[src/hdl/sgp_pkg.sv]
`default_nettype none
package sgp_pkg;

    localparam int IDX_W          = 10;
    localparam int COORD_W        = 32;
    localparam int CNT_W          = 11;
    localparam int CFG_W          = 32;
    localparam int CFG_IDX_W      = 3;
    localparam int DEF_MAX_POINTS = 1024;
    localparam int DEF_ANGLE_BITS = 24;
    localparam int CORDIC_STEPS   = 30;
    localparam int CORDIC_W       = 34;
    localparam logic [31:0] CORDIC_K = 32'h26DD3B6A;

    typedef enum logic [CFG_IDX_W-1:0] {
        REG_POINT_COUNT = 3'd0,
        REG_RADIUS      = 3'd1,
        REG_CENTER_X    = 3'd2,
        REG_CENTER_Y    = 3'd3,
        REG_CENTER_Z    = 3'd4
    } cfg_reg_t;

    typedef struct packed {
        logic [IDX_W-1:0] row_index;
        logic [IDX_W-1:0] col_index;
    } item_t;

    typedef struct packed {
        logic signed [COORD_W-1:0] x_coord;
        logic signed [COORD_W-1:0] y_coord;
        logic signed [COORD_W-1:0] z_coord;
    } point_t;

    typedef struct packed {
        logic signed [CORDIC_W-1:0] x;
        logic signed [CORDIC_W-1:0] y;
        logic signed [CORDIC_W-1:0] z;
        logic                       neg;
    } cordic_t;

    // Arctangent of 2^-k as a 32-bit fraction of a turn.
    function automatic logic [31:0] atan_turn(input int k);
        logic [31:0] v;
        case (k)
            0:  v = 32'h20000000;
            1:  v = 32'h12E4051E;
            2:  v = 32'h09FB385B;
            3:  v = 32'h051111D4;
            4:  v = 32'h028B0D43;
            5:  v = 32'h0145D7E1;
            6:  v = 32'h00A2F61E;
            7:  v = 32'h00517C55;
            8:  v = 32'h0028BE53;
            9:  v = 32'h00145F2F;
            10: v = 32'h000A2F98;
            11: v = 32'h000517CC;
            12: v = 32'h00028BE6;
            13: v = 32'h000145F3;
            14: v = 32'h0000A2FA;
            15: v = 32'h0000517D;
            16: v = 32'h000028BE;
            17: v = 32'h0000145F;
            18: v = 32'h00000A30;
            19: v = 32'h00000518;
            20: v = 32'h0000028C;
            21: v = 32'h00000146;
            22: v = 32'h000000A3;
            23: v = 32'h00000051;
            24: v = 32'h00000029;
            25: v = 32'h00000014;
            26: v = 32'h0000000A;
            27: v = 32'h00000005;
            28: v = 32'h00000003;
            29: v = 32'h00000001;
            default: v = 32'h00000000;
        endcase
        return v;
    endfunction

endpackage
`default_nettype wire

[src/hdl/sgp_cordic_cell.sv]
`default_nettype none
module sgp_cordic_cell
    import sgp_pkg::*;
#(
    parameter int STAGE = 0
)
(
    input  wire logic    clk,
    input  wire logic    en,
    input  wire cordic_t d_in,
    output cordic_t      d_out
);

    logic signed [CORDIC_W-1:0] xs;
    logic signed [CORDIC_W-1:0] ys;
    logic signed [CORDIC_W-1:0] at;
    cordic_t                    d_next;
    cordic_t                    d_reg;

    always_comb
    begin
        xs         = d_in.x >>> STAGE;
        ys         = d_in.y >>> STAGE;
        at         = $signed({2'b00, atan_turn(STAGE)});
        d_next.neg = d_in.neg;
        if (!d_in.z[CORDIC_W-1])
        begin
            d_next.x = d_in.x - ys;
            d_next.y = d_in.y + xs;
            d_next.z = d_in.z - at;
        end
        else
        begin
            d_next.x = d_in.x + ys;
            d_next.y = d_in.y - xs;
            d_next.z = d_in.z + at;
        end
    end

    always_ff @(posedge clk)
    begin
        if (en)
        begin
            d_reg <= d_next;
        end
    end

    assign d_out = d_reg;

endmodule
`default_nettype wire

[config.mk]
export PLATFORM = sky130hd
export DESIGN_NAME = sgp_cordic_cell
export DESIGN_NICKNAME = d
export VERILOG_FILES = /design/src/hdl/sgp_pkg.sv /design/src/hdl/sgp_cordic_cell.sv
export SDC_FILE = /design/constraint.sdc
export NUM_CORES = 1
export LEC_CHECK = 0
export BUFFER_PORTS_ARGS = -buffer_cell sky130_fd_sc_hd__buf_2
export CAP_MARGIN = 20
export CORE_MARGIN = 1.5
export CORE_UTILIZATION = 50
export CTS_BUF_LIST = sky130_fd_sc_hd__clkbuf_8
export DETAILED_ROUTE_END_ITERATION = 16
export PLACE_DENSITY = 0.88
export SKIP_CTS_REPAIR_TIMING = 1
export SLEW_MARGIN = 25
export SYNTH_ARGS = -nofsm -noshare
export SYNTH_HDL_FRONTEND = slang
export SYNTH_SLANG_ARGS = --single-unit
export TNS_END_PERCENT = 50
[constraint.sdc]
create_clock -name clk -period 3.17 [get_ports clk]
set_clock_uncertainty 0.1 [all_clocks]
set_input_delay 0.634 -clock clk [delete_from_list [all_inputs] [get_ports clk]]
set_output_delay 0.634 -clock clk [all_outputs]
set_load 0.01 [all_outputs]
==> flow_metrics.env <==
export IMPL_synth_cells=998
export IMPL_drc=0
export IMPL_grt_ovfl_total=0
export IMPL_leakage_nw=5.84
export IMPL_worstPathRequired_ns=3.22
export IMPL_dieArea_um2=18900
export IMPL_p_total_mw=4.91
export IMPL_io_buffers=207
export IMPL_grt_max_degree=48
export IMPL_place_ws_ns=-0.669
export IMPL_drt_pre_antenna_iters=5
export IMPL_grt_pass1_vias=8772
export IMPL_hold_path_class="input port to flop"
export IMPL_largest_reg_flops=102
export IMPL_grtUsageTotal=0.301
export IMPL_ir_worst_vdd_uv=260
export IMPL_critPathKind="input port to flop"
export IMPL_antenna_found_initial=0
export IMPL_synth_cell_types=80
export IMPL_mostFrequentLayoutCell="buf_4"
export IMPL_maxCapViolCount=0
export IMPL_finalCriticalPeriod_ns=3.36
export IMPL_cp_max_fo=4
export IMPL_synth_seq_cells=102
export IMPL_vias_per_cell=5.69
export IMPL_synth_main_ff_cell="edfxtp_1"
export IMPL_ant_nets=0
export IMPL_dp_cells=1617
export IMPL_grt_pass1_wl_mm=44.1
export IMPL_n_antenna_cell=0
export IMPL_cts_buffer_depth=2
export IMPL_critPathArrivalTime_ns=3.41
export IMPL_hpwl_mm=23.8
export IMPL_setup_viol=11
export IMPL_rsz0062_at_grt="yes"
export IMPL_synth_top_area_cell="edfxtp_1"
export IMPL_synth_edf_count=102
export IMPL_syn_nets=1209
export IMPL_place_gp_congestion=1.04
export IMPL_ys_top_cells_by_area="edfxtp_1 (34%), ha_1 (14%), a21oi_1 (6.5%), xnor2_1 (6.3%), nor2_1 (4.1%)"
export IMPL_nNetsFinal=1621
export IMPL_core_area_um2=17800
export IMPL_status="finished with violations"
export IMPL_clk_pin_slew_ns=0.13
export IMPL_die_h_um=138
export IMPL_cts_tree="yes"
export IMPL_slew_headroom=0.620
export IMPL_io_pins=208
export IMPL_cts_root_buf="clkbuf_8"
export IMPL_routed_wl_mm=29.7
export IMPL_fin_crit_sh=1.06
export IMPL_report_final_slew_viol_count=0
export IMPL_clkSinkCount=102
export IMPL_startpoint_type="input port"
export IMPL_cp_end_kind="flop"
export IMPL_finalNonFillerCells=1644
export IMPL_ys_seq_area_frac=0.338
export IMPL_violations="negative setup slack"
export IMPL_yosys_warnings=0
export IMPL_cts_buffers=9
export IMPL_syn_area_per_cell_um2=9.08
export IMPL_vias=9355
export IMPL_synth_top_area_frac=0.338
export IMPL_max_slew_worst_pin_slew_ns=0.570
export IMPL_syn_to_final_growth_pct=40.0
export IMPL_layout_drive_gt1_share=0.389
export IMPL_die_w_um=138
export IMPL_layout_common_cells="buf_4 (238), buf_2 (204), a21oi_1 (109)"
export IMPL_initial_core_util=0.508
export IMPL_fin_ws_ns=-0.187
export IMPL_async_flop_share=0
export IMPL_h_tree_depth=3
export IMPL_wl_per_cell_um=18.1
export IMPL_power_density_nw_per_um2=387
export IMPL_rows=49
export IMPL_finalHoldViolations=0
export IMPL_fmax_mhz=298
export IMPL_syn_area_um2=9060
export IMPL_drt_iter0_markers=1048
-- cells by family after synthesis --
family	count (synthesis)	share of synthesized area
multiplexers	16	0.0177
AO/OA/AOI/OAI	319	0.236
AND/OR/NAND/NOR	236	0.124
buffers and inverters	150	0.0678
XOR/XNOR	69	0.0667
adder cells (fa/ha/maj)	106	0.150
flip-flops	102	0.338
-- routing by layer --
layer,global-route usage,wire length (um),vias up
met3,0.0489,2940,64
li1,-,-,4403
met5,0,0,-
met1,0.414,12400,4357
met2,0.480,13600,531
met4,0.101,792,0
-- path summary, 6_finish.rpt --
check                 cells after the start  slack, ns             endpoint     start
worst min-delay path                      1       0.31  d_out[14]$_DFFE_PP_  d_in[14]
worst max-delay path                     15      -0.19  d_out[99]$_DFFE_PP_  d_in[35]
-- worst max-delay path: stages --
cell,delay [ns]
buf_12,0.11
ha_4,0.16
buf_6,0.11
fa_2,0.38
nor2b_4,0.14
or3_4,0.39
a21oi_4,0.18
o21bai_4,0.12
a31oi_4,0.25
o31ai_4,0.10
a31oi_1,0.18
buf_4,0.16
o41a_1,0.21
o32ai_2,0.11
xnor2_1,0.16
-- Yosys cell counts, types with 4 or more instances --
master and count:
mux2i_1 16, or2_2 4, buf_1 12, o31a_1 6, o211ai_1 6, nand4_1 10
a21oi_1 118, o21bai_1 22, edfxtp_1 102, o21a_1 11, clkinv_1 6, a2111oi_0 4
a211oi_1 6, buf_2 6, o21ai_0 50, o31ai_1 10, nand2_1 43, inv_1 96
or3_1 4, clkbuf_1 20, xor2_1 4, nor3_1 23, o311ai_0 4, buf_4 6
nor4_1 5, a31oi_1 5, nand3_1 11, o21ai_1 4, nor2_1 99, nor2b_1 11
fa_1 4, nand2b_1 8, ha_1 102, a21o_1 21, xnor2_1 65, or4_1 4
-- where the power goes --
part           switching, mW  internal (mW)  total, mW  leakage (nW)
Clock                  0.565          0.322      0.887         0.105
Sequential            0.0559           1.74       1.79         0.998
Combinational           1.22           1.01       2.23          4.73
-- stage by stage --
step | TNS, ns | area (um2) | hold WS (ns) | utilization
detailed placement | -18.92 | 12000 | 0.713 | 0.672
CTS | -3.00 | 12200 | 0.294 | 0.684
global placement | -16.38 | 12000 | 0.711 | 0.672
floorplan | -0.241 | 9150 | 0.633 | -
global route | -1.86 | 12700 | 0.285 | 0.711
finish | -0.778 | 12700 | 0.308 | 0.711
-- cell type report --
type	count	area [um2]
sequential	102	3060
timing repair buffer	448	2900
multi-input combinational	746	5820
clock buffer	9	124
inverter	103	399
clock inverter	7	91.3
tap	229	287
fill	1324	5160
Power figures use the tool's default switching activity.
