## config.mk

```make
export PLATFORM = sky130hd
export DESIGN_NAME = sgp_div_cell
export DESIGN_NICKNAME = d
export VERILOG_FILES = /design/src/hdl/sgp_pkg.sv /design/src/hdl/sgp_div_cell.sv
export SDC_FILE = /design/constraint.sdc
export NUM_CORES = 1
export LEC_CHECK = 0
export ABC_AREA = 1
export BUFFER_PORTS_ARGS = -buffer_cell sky130_fd_sc_hd__buf_2
export CORE_AREA = 3 3 81 83
export DETAILED_ROUTE_END_ITERATION = 10
export DIE_AREA = 0 0 84 86
export PLACE_DENSITY = 0.82
export SLEW_MARGIN = 20
export SYNTH_ARGS = -nofsm -noshare
export SYNTH_HDL_FRONTEND = slang
export SYNTH_SLANG_ARGS = --single-unit
```

## constraint.sdc

```tcl
create_clock -name clk -period 3.2 [get_ports clk]
set_input_delay 0.16 -clock clk [delete_from_list [all_inputs] [get_ports clk]]
set_output_delay 0.16 -clock clk [all_outputs]
set_load 0.02 [all_outputs]
```

## src/hdl/sgp_pkg.sv

```systemverilog
`default_nettype none
package sgp_pkg;

    localparam int IDX_W          = 10;
    localparam int COORD_W        = 32;
    localparam int CNT_W          = 11;
    localparam int CFG_W          = 32;
    localparam int CFG_IDX_W      = 3;
    localparam int DEF_MAX_POINTS = 1024;
    localparam int DEF_ANGLE_BITS = 24;
    localparam int CORDIC_STEPS   = 30;
    localparam int CORDIC_W       = 34;
    localparam logic [31:0] CORDIC_K = 32'h26DD3B6A;

    typedef enum logic [CFG_IDX_W-1:0] {
        REG_POINT_COUNT = 3'd0,
        REG_RADIUS      = 3'd1,
        REG_CENTER_X    = 3'd2,
        REG_CENTER_Y    = 3'd3,
        REG_CENTER_Z    = 3'd4
    } cfg_reg_t;

    typedef struct packed {
        logic [IDX_W-1:0] row_index;
        logic [IDX_W-1:0] col_index;
    } item_t;

    typedef struct packed {
        logic signed [COORD_W-1:0] x_coord;
        logic signed [COORD_W-1:0] y_coord;
        logic signed [COORD_W-1:0] z_coord;
    } point_t;

    typedef struct packed {
        logic signed [CORDIC_W-1:0] x;
        logic signed [CORDIC_W-1:0] y;
        logic signed [CORDIC_W-1:0] z;
        logic                       neg;
    } cordic_t;

    // Arctangent of 2^-k as a 32-bit fraction of a turn.
    function automatic logic [31:0] atan_turn(input int k);
        logic [31:0] v;
        case (k)
            0:  v = 32'h20000000;
            1:  v = 32'h12E4051E;
            2:  v = 32'h09FB385B;
            3:  v = 32'h051111D4;
            4:  v = 32'h028B0D43;
            5:  v = 32'h0145D7E1;
            6:  v = 32'h00A2F61E;
            7:  v = 32'h00517C55;
            8:  v = 32'h0028BE53;
            9:  v = 32'h00145F2F;
            10: v = 32'h000A2F98;
            11: v = 32'h000517CC;
            12: v = 32'h00028BE6;
            13: v = 32'h000145F3;
            14: v = 32'h0000A2FA;
            15: v = 32'h0000517D;
            16: v = 32'h000028BE;
            17: v = 32'h0000145F;
            18: v = 32'h00000A30;
            19: v = 32'h00000518;
            20: v = 32'h0000028C;
            21: v = 32'h00000146;
            22: v = 32'h000000A3;
            23: v = 32'h00000051;
            24: v = 32'h00000029;
            25: v = 32'h00000014;
            26: v = 32'h0000000A;
            27: v = 32'h00000005;
            28: v = 32'h00000003;
            29: v = 32'h00000001;
            default: v = 32'h00000000;
        endcase
        return v;
    endfunction

endpackage
`default_nettype wire

```

## src/hdl/sgp_div_cell.sv

```systemverilog
`default_nettype none
module sgp_div_cell
    import sgp_pkg::*;
#(
    parameter int MW = 10,
    parameter int DW = 34,
    parameter int AB = 24
)
(
    input  wire logic          clk,
    input  wire logic          en,
    input  wire logic [MW-1:0] m,
    input  wire logic [MW-1:0] rem_in,
    input  wire logic [DW-1:0] dvd_in,
    input  wire logic [AB-1:0] quo_in,
    output logic      [MW-1:0] rem_out,
    output logic      [DW-1:0] dvd_out,
    output logic      [AB-1:0] quo_out
);

    logic [MW:0]   rem_sh;
    logic [MW:0]   diff;
    logic          ge;
    logic [MW-1:0] rem_next;
    logic [DW-1:0] dvd_next;
    logic [AB-1:0] quo_next;
    logic [MW-1:0] rem_reg;
    logic [DW-1:0] dvd_reg;
    logic [AB-1:0] quo_reg;

    // One restoring step: bring down the next dividend bit and try to subtract.
    always_comb
    begin
        rem_sh   = {rem_in, dvd_in[DW-1]};
        diff     = rem_sh - {1'b0, m};
        ge       = (rem_sh >= {1'b0, m});
        rem_next = ge ? diff[MW-1:0] : rem_sh[MW-1:0];
        dvd_next = {dvd_in[DW-2:0], 1'b0};
        quo_next = {quo_in[AB-2:0], ge};
    end

    always_ff @(posedge clk)
    begin
        if (en)
        begin
            rem_reg <= rem_next;
            dvd_reg <= dvd_next;
            quo_reg <= quo_next;
        end
    end

    assign rem_out = rem_reg;
    assign dvd_out = dvd_reg;
    assign quo_out = quo_reg;

endmodule
`default_nettype wire

```

==> results by group <==
Power and ir drop
  – Pleak: 0.00200 uW
  – Pwr dens: 493 nW/um^2
  – Worst vdd ir: 0.000294 V

STA
  – Worst Max-Slew Pin Slew: 0.614 ns
  – Sum Neg Setup Slack: 0 ns
  – Final setup viols: 0
  – Maximum clock frequency: 665 MHz
  – Min Hold Slack: 0.0148 ns
  – Pins over their slew limit: 0
  – Final Hold Vio Count: 0
  – Final setup margin: 1.70 ns
  – Final period utilization: 47.0%
  – RSZ-0062 raised after global routing: false
  – Minimum clock period: 1.50 ns
  – Slew HR: 59.1%

Drt
  – Remaining antenna violation count: 0
  – Routed wire length: 7.42 mm
  – Wire per inst: 15.2 um
  – Post-route DRC violation count: 0
  – First-pass detailed-route iteration total: 4
  – Via count: 2240
  – Vias/cell: 4.58
  – First DRT Iteration DRCs: 124

GRT
  – Largest net degree at the start of global routing: 52
  – Vias in the first global route: 2150
  – Initial antenna violation count: 0
  – GRT Overall Usage: 19.9%
  – First-pass GRT wire length: 10.9 mm
  – Gr ovfl total: 0

Critical path
  – Worst path cell trace: buf_2, ha_1, nand2_1, nor2_2, nand2_2, nand2_2, nand2_2, nand2_4, inv_2, nand2_1, nand2_1
  – Critical Path RT: 3.28 ns
  – CP max-delay cell: ha_1
  – Worst-path fanout max: 13
  – Crit path from: rem_in[4]
  – Kind of critical path: input port to register
  – Worst EP arrival: 1.59 ns
  – Setup crit start kind: input port
  – Slowest stage delay, CP: 0.37 ns
  – Critical Path Sink Type: register

Clock network
  – Reg clk slew, reported paths: 0.07 ns
  – CTS tree: yes
  – Number of buffers added for setup after CTS: 0
  – CTS Buf Count: 9
  – Root Driver: clkbuf_8
  – Clock sinks: 67
  – CTS max path bufs: 2
  – Htree depth: 3

Run status
  – Status: complete, no violations

Synthesis
  – Ys Warns: 0
  – Sequential area share after synthesis: 72.2%
  – Synthesized area per cell: 13.5 um^2
  – Yosys cell types: 26
  – Syn Inst Count: 206
  – Post-Syn Nets: 297
  – Synth Register Bits: 67
  – Synth Cell Area: 2790 um^2

Placement
  – Hpwl dp: 4.95 mm
  – Port Buffers: 145
  – RePlAce Congestion: 0.858
  – Worst Setup Slack post-DPL: 1.36 ns

Finish
  – Antenna cell count: 0
  – Final #Nets: 501
  – Final core utilization: 71.5%
  – Synth-to-layout area growth: 52.0%
  – Share of layout cells above drive strength 1: 43.5%

Worst hold path
  – Class of the worst hold path: input port to register
  – Hold Crit Depth: 1
  – Hold Path Origin: quo_in[13]
  – WHS Endpoint: quo_out[14]

Floorplan
  – Initial Util: 47.1%
  – Std cell rows: 28
  – Die height: 86 um
  – DIE AREA: 7220 um^2
  – Die width: 84 um
  – Core area: 5920 um^2
  – Ports: 148

Job
  – MaxCap Viol Count: 0
## layout by cell type, fill, tap and decap left out, types with 3 or more instances in the layout
master / count
edfxtp_1: 67
buf_2: 145
nand3_1: 8
nor2_1: 5
ha_1: 10
nand2_1: 52
inv_1: 27
clkinv_2: 3
nand2_2: 9
a21oi_1: 4
nand3_2: 4
dlygate4sd3_1: 49
xor2_1: 3
clkbuf_8: 9
## registers in the layout (all words and copies together) (netlist names)
register and cells:
quo_out 24, dvd_out 33, rem_out 10
## timing repair
item | 4_1_cts | 5_1_grt
gates resized for setup | 0 | 0
hold endpoints to repair | 41 | 8
hold buffers | 41 | 8
## worst max-delay path, delay by kind of cell
family	cells	cell delay [ns]
AND/OR/NAND/NOR	8	0.80
adder cells (fa/ha/maj)	1	0.37
buffers and inverters	2	0.24
## cells by family after synthesis
kind of cell             after synthesis  synth area share, %
adder cells (fa/ha/maj)               11                 5.21
flip-flops                            67                 72.2
AND/OR/NAND/NOR                       87                 15.3
AO/OA/AOI/OAI                          7                 1.48
other                                  1                0.135
buffers and inverters                 30                 4.76
XOR/XNOR                               3                0.943
## metal layers
layer	GRT usage, %	up-vias	part of all wire [%]
met2	35.8	110	52
met4	4.97	0	1.2
met5	0	-	0
met1	22.6	1021	38
li1	-	1100	-
met3	7.01	9	9.3
## worst max path at each step
stage	endpoint	cells past startpoint
floorplan	rem_out[9]	11
global placement	rem_out[9]	12
detailed placement	rem_out[9]	11
CTS	rem_out[9]	12
global route	rem_out[6]	11
finish	rem_out[7]	11
## power breakdown
group / switching [uW] / internal [uW]
Clock: 300 / 274
Combinational: 260 / 177
Sequential: 21.1 / 1060
## cell type report
| class | instances | area [um^2] |
|---|---|---|
| fill | 397 | 1690 |
| inverter | 28 | 105 |
| multi-input combinational | 109 | 642 |
| tap | 75 | 93.8 |
| sequential | 67 | 2010 |
| timing repair buffer | 195 | 1220 |
| clock inverter | 5 | 31.3 |
| clock buffer | 10 | 128 |
## Yosys cell counts (all sizes together)
cell type | number | area share [%]
nand2 | 62 | 9.4
nor3 | 1 | 0.18
xor2 | 3 | 0.94
edfxtp | 67 | 72
a21oi | 5 | 1.0
fa | 1 | 0.72
inv | 28 | 3.8
buf | 2 | 0.99
o21ai | 1 | 0.18
nand3b | 1 | 0.27
or2 | 1 | 0.22
o21bai | 1 | 0.27
and2 | 1 | 0.31
nor2 | 7 | 1.1
nand3 | 13 | 3.5
conb | 1 | 0.13
nand4 | 1 | 0.22
ha | 10 | 4.5
## stage by stage
step	cells	cell area (um^2)	power [uW]
2_1_floorplan	206	2790	1330
3_3_place_gp	425	3590	1470
3_5_place_dp	425	3590	1480
4_1_cts	481	4160	2100
5_1_grt	489	4240	2200
6_report	489	4240	2090
No activity file was read; power rests on OpenSTA's default activity.
